File: src/rtl/core/rdp_pkg.sv
// shared types, widths and constants of the red drop probability block
`default_nettype none

package rdp_pkg;

  // field widths
  localparam int QLEN_W = 16;
  localparam int AVG_W  = 32;
  localparam int PROB_W = 17;
  localparam int CNT_W  = 16;
  localparam int THR_W  = 16;
  localparam int DEC_W  = 2;

  // shared multiplier operand and product widths
  localparam int MUL_A_W = 17;
  localparam int MUL_B_W = 32;
  localparam int MUL_P_W = MUL_A_W + MUL_B_W;

  // shared divider widths
  localparam int DIV_D_W   = 17;
  localparam int DIV_Q_W   = 17;
  localparam int DIV_N_W   = DIV_D_W + DIV_Q_W;
  localparam int DIV_CNT_W = 5;
  localparam logic [DIV_CNT_W-1:0] DIV_STEPS = DIV_CNT_W'(DIV_Q_W);

  // configuration port
  localparam int APB_ADDR_W = 4;
  localparam int APB_DATA_W = 32;

  // stream payload widths
  localparam int S_TDATA_W = 16;
  localparam int M_TDATA_W = 72;

  // fixed point one in Q1.16
  localparam logic [PROB_W-1:0] ONE_Q16 = 17'h10000;
  localparam logic [CNT_W-1:0]  CNT_MAX = 16'hFFFF;

  // register reset values
  localparam logic [THR_W-1:0]  AVG_WEIGHT_RST = 16'd131;
  localparam logic [THR_W-1:0]  MIN_THR_RST    = 16'd10;
  localparam logic [THR_W-1:0]  MAX_THR_RST    = 16'd30;
  localparam logic [PROB_W-1:0] MAX_PROB_RST   = 17'd1638;

  // register indexes (byte address / 4)
  typedef enum logic [1:0] {
    REG_AVG_WEIGHT = 2'd0,
    REG_MIN_THR    = 2'd1,
    REG_MAX_THR    = 2'd2,
    REG_MAX_PROB   = 2'd3
  } reg_idx_t;

  // packet decisions
  typedef enum logic [DEC_W-1:0] {
    DEC_ENQUEUE = 2'd0,
    DEC_TEST    = 2'd1,
    DEC_DROP    = 2'd2
  } decision_t;

  // request to the shared divider
  typedef struct packed {
    logic               start;
    logic [DIV_N_W-1:0] dividend;
    logic [DIV_D_W-1:0] divisor;
  } div_req_t;

  // status from the shared divider
  typedef struct packed {
    logic               busy;
    logic               done;
    logic [DIV_Q_W-1:0] quotient;
  } div_rsp_t;

endpackage

`default_nettype wire

File: src/rtl/core/rdp_mul_unit.sv
// shared registered multiplier, 17 by 32 bits
`default_nettype none

module rdp_mul_unit (
  input  wire logic                        clk,
  input  wire logic [rdp_pkg::MUL_A_W-1:0] op_a,
  input  wire logic [rdp_pkg::MUL_B_W-1:0] op_b,
  output logic      [rdp_pkg::MUL_P_W-1:0] prod
);
  import rdp_pkg::*;

  // product register, valid in the cycle after the operands
  always_ff @(posedge clk) begin
    prod <= MUL_P_W'(op_a) * MUL_P_W'(op_b);
  end

endmodule

`default_nettype wire

File: src/rtl/core/rdp_div_unit.sv
// shared restoring divider, one quotient bit per cycle
`default_nettype none

module rdp_div_unit (
  input  wire logic              clk,
  input  wire logic              rst,
  input  wire rdp_pkg::div_req_t req,
  output rdp_pkg::div_rsp_t      rsp
);
  import rdp_pkg::*;

  logic [DIV_D_W-1:0]   rem;
  logic [DIV_Q_W-1:0]   low;
  logic [DIV_D_W-1:0]   divisor;
  logic [DIV_CNT_W-1:0] cnt;
  logic                 busy;
  logic                 done;

  logic [DIV_D_W:0]     trial;
  logic                 fits;
  logic [DIV_D_W:0]     diff;

  // one trial subtraction per step
  always_comb begin
    trial = {rem, low[DIV_Q_W-1]};
    fits  = trial >= {1'b0, divisor};
    diff  = trial - {1'b0, divisor};
  end

  // control: step counter and done pulse
  always_ff @(posedge clk) begin
    if (rst) begin
      busy <= 1'b0;
      done <= 1'b0;
      cnt  <= '0;
    end else begin
      done <= 1'b0;
      if (req.start) begin
        busy <= 1'b1;
        cnt  <= DIV_STEPS;
      end else if (busy) begin
        cnt <= cnt - 1'b1;
        if (cnt == DIV_CNT_W'(1)) begin
          busy <= 1'b0;
          done <= 1'b1;
        end
      end
    end
  end

  // datapath: partial remainder and quotient shift register
  always_ff @(posedge clk) begin
    if (req.start) begin
      rem     <= req.dividend[DIV_N_W-1:DIV_Q_W];
      low     <= req.dividend[DIV_Q_W-1:0];
      divisor <= req.divisor;
    end else if (busy) begin
      rem <= fits ? diff[DIV_D_W-1:0] : trial[DIV_D_W-1:0];
      low <= {low[DIV_Q_W-2:0], fits};
    end
  end

  assign rsp.busy     = busy;
  assign rsp.done     = done;
  assign rsp.quotient = low;

endmodule

`default_nettype wire

File: src/rtl/core/red_drop_probability.sv
// top level: config registers, sequencer and state of the red drop probability block
//
// One packet arrival in on the slave stream gives one decision out on the master stream:
// enqueue, probabilistic drop test or forced drop, with the held marked and base drop
// probabilities (Q1.16) and the updated average queue length (Q16.16). The block takes
// one arrival at a time and drops s_tready until its result has been taken. An arrival
// that ends in enqueue or forced drop goes through AVG_OLD, AVG_NEW, AVG_SUM and CMP to
// OUT; one in the band between the thresholds goes on through PB_PROD, PB_DIV, PA_PROD,
// PA_CHK and, unless the marked probability saturates, PA_DIV. The shared 17 by 32
// multiplier and the shared restoring divider, which resolves one quotient bit per cycle,
// serve the band path; the divider computes the base and then, without saturation, the
// marked probability. Configuration registers sit on the APB port at byte addresses 0, 4,
// 8 and 12 and are to be written while idle; the block itself does not enforce this.
`default_nettype none

module red_drop_probability (
  input  wire logic                              clk,
  input  wire logic                              rst,
  // configuration port
  input  wire logic                              psel,
  input  wire logic                              penable,
  input  wire logic                              pwrite,
  input  wire logic [rdp_pkg::APB_ADDR_W-1:0]    paddr,
  input  wire logic [rdp_pkg::APB_DATA_W-1:0]    pwdata,
  output logic      [rdp_pkg::APB_DATA_W-1:0]    prdata,
  output logic                                   pready,
  // arrivals: queue_length
  input  wire logic                              s_tvalid,
  output logic                                   s_tready,
  input  wire logic [rdp_pkg::S_TDATA_W-1:0]     s_tdata,
  // decisions: decision, marked_probability, base_probability, average_queue, zero pad
  output logic                                   m_tvalid,
  input  wire logic                              m_tready,
  output logic      [rdp_pkg::M_TDATA_W-1:0]     m_tdata
);
  import rdp_pkg::*;

  typedef enum logic [10:0] {
    ST_IDLE    = 11'b000_0000_0001,
    ST_AVG_OLD = 11'b000_0000_0010,
    ST_AVG_NEW = 11'b000_0000_0100,
    ST_AVG_SUM = 11'b000_0000_1000,
    ST_CMP     = 11'b000_0001_0000,
    ST_PB_PROD = 11'b000_0010_0000,
    ST_PB_DIV  = 11'b000_0100_0000,
    ST_PA_PROD = 11'b000_1000_0000,
    ST_PA_CHK  = 11'b001_0000_0000,
    ST_PA_DIV  = 11'b010_0000_0000,
    ST_OUT     = 11'b100_0000_0000
  } state_t;

  state_t state, state_next;

  // configuration registers
  logic [THR_W-1:0]  avg_weight;
  logic [THR_W-1:0]  min_threshold;
  logic [THR_W-1:0]  max_threshold;
  logic [PROB_W-1:0] max_probability;

  // block state
  logic [AVG_W-1:0]  avg_queue;
  logic [CNT_W-1:0]  since_drop_count;
  logic [PROB_W-1:0] base_prob;
  logic [PROB_W-1:0] marked_prob;
  decision_t         decision;

  // working registers
  logic [QLEN_W-1:0]  queue_length;
  logic [MUL_P_W-1:0] acc;

  // shared units
  logic [MUL_A_W-1:0] mul_a;
  logic [MUL_B_W-1:0] mul_b;
  logic [MUL_P_W-1:0] prod;
  div_req_t           div_req;
  div_rsp_t           div_rsp;

  // derived values
  reg_idx_t           cfg_idx;
  logic               cfg_write;
  logic [AVG_W-1:0]   min_fx;
  logic [AVG_W-1:0]   max_fx;
  logic [PROB_W-1:0]  maxp;
  logic [AVG_W-1:0]   above_min;
  logic [MUL_P_W-1:0] avg_sum;
  logic [PROB_W-1:0]  pa_den;
  logic               pa_sat;
  logic               in_band;

  rdp_mul_unit u_mul (
    .clk  (clk),
    .op_a (mul_a),
    .op_b (mul_b),
    .prod (prod)
  );

  rdp_div_unit u_div (
    .clk (clk),
    .rst (rst),
    .req (div_req),
    .rsp (div_rsp)
  );

  // configuration access
  assign cfg_idx   = reg_idx_t'(paddr[3:2]);
  assign cfg_write = psel && penable && pwrite && pready;
  assign pready    = 1'b1;

  always_ff @(posedge clk) begin
    if (rst) begin
      avg_weight      <= AVG_WEIGHT_RST;
      min_threshold   <= MIN_THR_RST;
      max_threshold   <= MAX_THR_RST;
      max_probability <= MAX_PROB_RST;
    end else if (cfg_write) begin
      unique case (cfg_idx)
        REG_AVG_WEIGHT: avg_weight      <= pwdata[THR_W-1:0];
        REG_MIN_THR:    min_threshold   <= pwdata[THR_W-1:0];
        REG_MAX_THR:    max_threshold   <= pwdata[THR_W-1:0];
        REG_MAX_PROB:   max_probability <= pwdata[PROB_W-1:0];
        default: ;
      endcase
    end
  end

  always_comb begin
    unique case (cfg_idx)
      REG_AVG_WEIGHT: prdata = APB_DATA_W'(avg_weight);
      REG_MIN_THR:    prdata = APB_DATA_W'(min_threshold);
      REG_MAX_THR:    prdata = APB_DATA_W'(max_threshold);
      REG_MAX_PROB:   prdata = APB_DATA_W'(max_probability);
      default:        prdata = '0;
    endcase
  end

  // thresholds in Q16.16 and clamped max probability
  assign min_fx    = {min_threshold, 16'h0000};
  assign max_fx    = {max_threshold, 16'h0000};
  assign maxp      = (max_probability > ONE_Q16) ? ONE_Q16 : max_probability;
  assign above_min = avg_queue - min_fx;
  assign in_band   = (avg_queue >= min_fx) && (avg_queue < max_fx);

  // old-average term plus shifted new-sample term
  assign avg_sum = acc + {prod[MUL_P_W-17:0], 16'h0000};

  // marked probability denominator and overflow check
  assign pa_den = ONE_Q16 - prod[PROB_W-1:0];
  assign pa_sat = (prod[MUL_P_W-1:16] != '0) || ({1'b0, base_prob[PROB_W-1:1]} >= pa_den);

  // multiplier operand selection
  always_comb begin
    mul_a = '0;
    mul_b = '0;
    unique case (state)
      ST_AVG_OLD: begin
        mul_a = ONE_Q16 - {1'b0, avg_weight};
        mul_b = avg_queue;
      end
      ST_AVG_NEW: begin
        mul_a = {1'b0, avg_weight};
        mul_b = MUL_B_W'(queue_length);
      end
      ST_CMP: begin
        mul_a = maxp;
        mul_b = above_min;
      end
      ST_PA_PROD: begin
        mul_a = base_prob;
        mul_b = MUL_B_W'(since_drop_count);
      end
      default: ;
    endcase
  end

  // divider requests
  always_comb begin
    div_req = '0;
    if (state == ST_PB_PROD) begin
      div_req.start    = 1'b1;
      div_req.dividend = DIV_N_W'(prod[MUL_P_W-1:16]);
      div_req.divisor  = {1'b0, max_threshold - min_threshold};
    end else if (state == ST_PA_CHK && !pa_sat) begin
      div_req.start    = 1'b1;
      div_req.dividend = DIV_N_W'({base_prob, 16'h0000});
      div_req.divisor  = pa_den;
    end
  end

  // sequencer
  always_comb begin
    state_next = state;
    unique case (state)
      ST_IDLE:    if (s_tvalid) state_next = ST_AVG_OLD;
      ST_AVG_OLD: state_next = ST_AVG_NEW;
      ST_AVG_NEW: state_next = ST_AVG_SUM;
      ST_AVG_SUM: state_next = ST_CMP;
      ST_CMP:     state_next = in_band ? ST_PB_PROD : ST_OUT;
      ST_PB_PROD: state_next = ST_PB_DIV;
      ST_PB_DIV:  if (div_rsp.done) state_next = ST_PA_PROD;
      ST_PA_PROD: state_next = ST_PA_CHK;
      ST_PA_CHK:  state_next = pa_sat ? ST_OUT : ST_PA_DIV;
      ST_PA_DIV:  if (div_rsp.done) state_next = ST_OUT;
      ST_OUT:     if (m_tready) state_next = ST_IDLE;
      default:    state_next = ST_IDLE;
    endcase
  end

  always_ff @(posedge clk) begin
    if (rst) begin
      state <= ST_IDLE;
    end else begin
      state <= state_next;
    end
  end

  // block state updates
  always_ff @(posedge clk) begin
    if (rst) begin
      avg_queue        <= '0;
      since_drop_count <= '0;
      base_prob        <= '0;
      marked_prob      <= '0;
      decision         <= DEC_ENQUEUE;
    end else begin
      unique case (state)
        ST_AVG_SUM: avg_queue <= avg_sum[47:16];
        ST_CMP: begin
          if (avg_queue < min_fx) begin
            since_drop_count <= '0;
            decision         <= DEC_ENQUEUE;
          end else if (avg_queue < max_fx) begin
            if (since_drop_count != CNT_MAX) begin
              since_drop_count <= since_drop_count + 1'b1;
            end
            decision <= DEC_TEST;
          end else begin
            since_drop_count <= '0;
            decision         <= DEC_DROP;
          end
        end
        ST_PB_DIV: if (div_rsp.done) base_prob <= div_rsp.quotient;
        ST_PA_CHK: if (pa_sat) marked_prob <= ONE_Q16;
        ST_PA_DIV: begin
          if (div_rsp.done) begin
            marked_prob <= (div_rsp.quotient > ONE_Q16) ? ONE_Q16 : div_rsp.quotient;
          end
        end
        default: ;
      endcase
    end
  end

  // working registers
  always_ff @(posedge clk) begin
    if (state == ST_IDLE && s_tvalid) begin
      queue_length <= s_tdata[QLEN_W-1:0];
    end
    if (state == ST_AVG_NEW) begin
      acc <= prod;
    end
  end

  // stream handshakes and result payload
  assign s_tready = (state == ST_IDLE);
  assign m_tvalid = (state == ST_OUT);
  assign m_tdata  = {4'h0, avg_queue, base_prob, marked_prob, decision};

endmodule

`default_nettype wire
File: config.mk
export PLATFORM = sky130hd
export DESIGN_NAME = red_drop_probability
export DESIGN_NICKNAME = d
export VERILOG_FILES = /design/src/rtl/core/rdp_pkg.sv /design/src/rtl/core/rdp_mul_unit.sv /design/src/rtl/core/rdp_div_unit.sv /design/src/rtl/core/red_drop_probability.sv
export SDC_FILE = /design/constraint.sdc
export NUM_CORES = 2
export LEC_CHECK = 0
export BUFFER_PORTS_ARGS = -buffer_cell sky130_fd_sc_hd__clkbuf_2
export CORE_MARGIN = 10
export CORE_UTILIZATION = 50
export DETAILED_ROUTE_END_ITERATION = 7
export MAX_ROUTING_LAYER = met4
export PLACE_DENSITY = 0.78
export SYNTH_ARGS = -nofsm -noshare
export SYNTH_HDL_FRONTEND = slang
export SYNTH_SLANG_ARGS = --single-unit
File: constraint.sdc
create_clock -name clk -period 10.8 [get_ports clk]
set_clock_uncertainty 0.05 [all_clocks]
set_input_delay 2.16 -clock clk [delete_from_list [all_inputs] [get_ports clk]]
set_output_delay 2.16 -clock clk [all_outputs]
set_load 0.02 [all_outputs]
# After elaboration in Yosys (flattened, before gate mapping)
# Cells that the tools add are included.
# word_totals
regBits	331
inputBits	59
out_inout_bits	107
elab_cells	116
# op_classes
add_sub_neg	8
n_mul	1
n_lt_le_gt_ge	7
eq_ne	22
mux	33
bitwise	2
n_reduce_logical	22
# ops
operator	n
$pmux W32 S4	2
$mux W17	9
$pmux W11 S11	1
$mux W52	2
$pmux W17 S4	1
$mux W11	6
$lt A32 B32 Y1	2
$mul A17 B32 Y49	1
$add A48 B48 Y48	1
$mux W16	3
$gt A17 B17 Y1 const B	2
$pmux W17 S2	1
$reduce_bool A33 Y1	1
$ge A32 B32 Y1	1
$sub A32 B32 Y32	1
$ge A18 B17 Y1	1
$ge A16 B17 Y1	1
$sub A17 B16 Y17 const A	1
$sub A17 B17 Y17	1
$sub A17 B17 Y17 const A	1
$add A16 B1 Y16 const B	1
$ne A16 B16 Y1 const B	1
$sub A16 B16 Y16	1
$reduce_and A2 Y1	6
other kinds (31)	47

# Logic depth before layout (Yosys ltp)
# logic_depth
depth_word	8
depth_mapped	34
mapped_depth_nobuf	33

# Modules after synthesis
# From an unflattened synthesis, not the netlist that was laid out.
# hier_totals
cells_unflattened	3978
hier_area_um2	35023.6
# modules_own_cells
mod	n_inst	cells_per_inst	area_per_inst_um2	seq_area_each_um2
rdp_mul_unit	1	2086	18358.9	980.9
red_drop_probability	1	1592	13312.8	4644.5
rdp_div_unit	1	300	3352.0	1671.6

# Least setup slack after synthesis
# Ideal clock, no wire load.
# synth_path
path_kind	reg2reg
start	register state[6]
end	register u_mul.prod[45] (netlist name)
setup_ns	0.136
arrival_ns	8.734
required_ns	10.614
slack_ns	1.880
stages_incl_launch_ff	30
n_path_buf	3
period_less_slack_ns	8.920
path_cell_list	dfxtp_1 buf_2 or3_1 nor3_4 nand4b_1 inv_1 clkbuf_1 a22oi_1 nand2_1 clkbuf_1 nand2_1 fa_1 inv_1 fa_1 fa_1 fa_1 fa_1 inv_1 fa_1 inv_1 ha_1 a2111oi_0 o21ai_0 a31o_2 a2111o_1 o221ai_1 o211ai_1 a41oi_1 o41ai_1 xor2_1
# synth_via
elab_chain_cells	3
elab_cells_between_ends	7
classes_between	mul: 1; eq/ne: 4; mux: 2
# synth_lines
item	line_no	text
from (decl)	red_drop_probability.sv:52	state_t state, state_next;
from (signal assigned)	red_drop_probability.sv:212	state <= state_next;
$eq A11 B8 Y1, or another cell as far along	red_drop_probability.sv:154	unique case (state)
$pmux W17 S4 / $pmux W32 S4 (equally long branches)	red_drop_probability.sv:154	
$mul A17 B32 Y49 (*)	rdp_mul_unit.sv:14	prod <= MUL_P_W'(op_a) * MUL_P_W'(op_b);
to (signal assigned)	rdp_mul_unit.sv:14	
to (decl)	rdp_mul_unit.sv:8	output logic [rdp_pkg::MUL_P_W-1:0] prod
# Every way passes the cells marked *; elsewhere a longest branch is shown, timed or not.
# A chain may end at the register's enable or synchronous reset.

# Worst setup path after layout
# layout_path
start	register avg_weight[0]
end	register u_mul.prod[45] (netlist name)
# layout_via
elab_chain_cells	3
# layout_lines
item	line_no	text
from (decl)	red_drop_probability.sv:55	logic [THR_W-1:0] avg_weight;
from (signal assigned)	red_drop_probability.sv:117	REG_AVG_WEIGHT: avg_weight <= pwdata[THR_W-1:0];
$sub A17 B16 Y17	red_drop_probability.sv:156	mul_a = ONE_Q16 - {1'b0, avg_weight};
$pmux W17 S4 (*)	red_drop_probability.sv:154	
$mul A17 B32 Y49 (*)	rdp_mul_unit.sv:14	
# Marks and branches as above.

==> metrics.txt <==
status finished with violations; failing checks design-rule violations; Placer Congestion 1.02; Max Slew Vio Count 0; startpoint type of the worst setup path register; top cells by area, synth fa_1, dfxtp_1, ha_1; Initial Util 0.504; Placed Cells 4,910; Routed Antenna Nets 0; largest family of logic cells by synthesized area adder cells; Core Box Area 68,600 sq um; Post-CTS Hold Buffers 0; critical path's most frequent cell fa_1; Worst path slowest cell a221o_1; Worst Path Required 11.19 ns; largest area contributor in the netlist fa_1; Setup WS post-layout 0.663 ns; fraction of layout cells with a size suffix above 1 0.0806; final setup vio count 0; CTS sink cnt 315; fin crit period 10.14 ns; Post-Syn Area 34,600 sq um; CTS tree yes; first-iteration detailed-routing DRC count 3,755; root buffer cell clkbuf_16; H-tree depth 2; vias 29,700; largest net degree at the start of global routing 94; Slew HR 0.223; final critical-path share of the clock period 0.939; top-count cell post-synth nand2_1; Hold Vio Cnt, Final 0; worst skew pair latency 0.58 ns; worst min path class register to register; Routed WL per cell 22.6 microns; Post-CTS Setup Inserts 0; nets 4,769; cts repair resizes 0; post-synth cell types 88; Compound-Gate Fraction of Synth Area 0.122; initial antenna violation count 1; Post-Synth Adder-Cell Area 0.348; dpl ws 0.860 ns; Mean Syn Cell Area 8.69 sq um; sequential share of power 0.428; switching pwr 0.000841 W; grt ovf 0; DRC errors left 1; max-cap viol count 0; Synth top area share 0.262; Slew @ Worst Pin 1.16 ns; Worst Setup Path Type register to register; Boundary Pins 166; mux contribution to synthesized area 0.0197; Die Footprint 80,100 sq um; crit path DAT 10.53 ns; leakage 17.1 nW; drt pass-1 iters 8; #FFs+latches synth 315; count of buffers from port buffering 128; r2r startpoint avg_weight[0]; dpl hpwl 87,900 microns; CTS clk-pin slew, worst paths 0.06 ns; vias per std cell 5.96; Cell Rows 96; share of synthesized registers carrying an async set or reset 0; DRT Wirelength 113,000 microns; Clock Path Buffers 3; Yosys Warn Count 0; slowest stage delay, CP 0.73 ns; GRT Util Overall 0.282; Gate power share 0.115; vias in the first global route 28,800; setup TNS 0 ns; reg2reg setup slack 0.66 ns; Worst Setup EP u_mul.prod[45]; Internal Power 0.00210 W; VDD IR max 120 uV; Simple-Gate Fraction of Synth Area 0.174; sequential area share after synthesis 0.211; Reg2Reg Depth 28; critical path launch point avg_weight[0]; Switching Share 0.286; maximum clock frequency 98.6 MHz; clock share of power 0.457; first-pass GRT wire length 172,000 microns; Synth Instances 3,982; chip width 283 microns; RSZ-0062 raised after global routing no; final core utilization 0.546; pwr dens 78.7 nW/um^2; nature of the critical path endpoint register; Die H 283 microns; XOR/XNOR Fraction of Synth Area 0.0327; Area Growth Syn to Fin 8.20%; non-filler instance count after layout 4,976; ys flop type dfxtp_1; Post-synth EDFFs 99; Num CTS Buffers 38; maximum fanout along the worst path 9; Reg2Reg Capture Point u_mul.prod[45]; top post-synthesis cells by count nand2_1, inv_1, fa_1, nor2_1, ha_1
sequential cells by signal, indices dropped and copies added (netlist names), 2 cells and up:
| name | flops |
|---|---|
| u_mul.prod | 49 |
| acc | 32 |
| avg_queue | 32 |
| base_prob | 17 |
| marked_prob | 17 |
| max_probability | 17 |
| u_div.divisor | 17 |
| u_div.low | 17 |
| u_div.rem | 17 |
| avg_weight | 16 |
| max_threshold | 16 |
| min_threshold | 16 |
| queue_length | 16 |
| since_drop_count | 16 |
| state | 11 |
| u_div.cnt | 5 |
| decision | 2 |
metrics by stage:
step,power (W),cell area (sq um),hold slack [ns]
5_1_grt,0.00301,37400,0.433
3_3_place_gp,0.00160,36100,0.389
4_1_cts,0.00294,37400,0.408
6_report,0.00294,37400,0.406
2_1_floorplan,0.00146,34700,0.373
3_5_place_dp,0.00161,36100,0.398
worst min path at each step:
stage          slack [ns]              end  cells after the start       startpoint
3_3_place_gp         0.39  marked_prob[10]                      2  marked_prob[10]
4_1_cts              0.41  marked_prob[10]                      2  marked_prob[10]
2_1_floorplan        0.37          acc[35]                      0   u_mul.prod[35]
3_5_place_dp         0.40  marked_prob[10]                      2  marked_prob[10]
5_1_grt              0.43   marked_prob[9]                      2   marked_prob[9]
6_report             0.41  marked_prob[10]                      2  marked_prob[10]
per-layer routing:
layer / share of wire / wire, microns / global-route usage / up-vias
met5: 0 / 0 / - / -
met3: 0.12 / 13000 / 0.0592 / 399
met1: 0.38 / 43000 / 0.361 / 14400
met2: 0.44 / 49800 / 0.422 / 1829
met4: 0.061 / 6860 / 0.137 / 0
li1: - / - / - / 13000
final cells by class:
| type | count | area [sq um] |
|---|---|---|
| diodes | 1 | 2.50 |
| clock buffers | 50 | 1150 |
| clock inverters | 15 | 146 |
| fillers | 6149 | 31200 |
| inverters | 591 | 2220 |
| multi-input cells | 2879 | 24300 |
| flip-flops and latches | 315 | 7300 |
| well taps | 931 | 1160 |
| repair buffers | 194 | 1150 |
cells in the final DEF (no fill, tap or decap), drive strengths merged, types with 27 or more instances in the layout:
cell    synthesis  final
nand2         641    641
inv           590    594
fa            453    453
nor2          314    314
ha            238    238
dfxtp         216    216
a21oi         190    190
clkbuf        145    177
o21ai         118    118
edfxtp         99     99
xnor2          83     83
and2           70     70
buf            70     67
a21o           59     59
a22oi          57     57
nor3           51     51
xor2           46     46
nand3          45     45
nand4          32     32
nor2b          32     32
or3            32     32
mux2i          30     30
nand2b         29     29
o21a           28     28
nor4           27     27
power by group through the flow:
| stage | logic (W) | clock network (W) | registers, W |
|---|---|---|---|
| floorplan | 0.000195 | 0 | 0.00127 |
| global placement | 0.000321 | 0 | 0.00128 |
| detailed placement | 0.000323 | 0 | 0.00128 |
| CTS | 0.000325 | 0.00135 | 0.00126 |
| global route | 0.000349 | 0.00140 | 0.00126 |
| finish | 0.000339 | 0.00135 | 0.00126 |
worst max-delay path: cells and delay by family (launching register included):
kind	cells	cell delay [ns]
compound gates	11	3.86
fa+ha+maj	7	3.39
simple gates	6	2.05
flops	1	0.34
buf+inv	3	0.15
xor+xnor	1	0.15
kinds of logic after synthesis:
kind of cell | Yosys count
DFF | 315
other | 2
muxes | 48
buffers and inverters | 806
and+or+nand+nor | 1347
adders and majority gates | 691
xor gates and xnor gates | 129
AOI/OAI and AO/OA | 644
No activity file was read; power rests on OpenSTA's default activity.
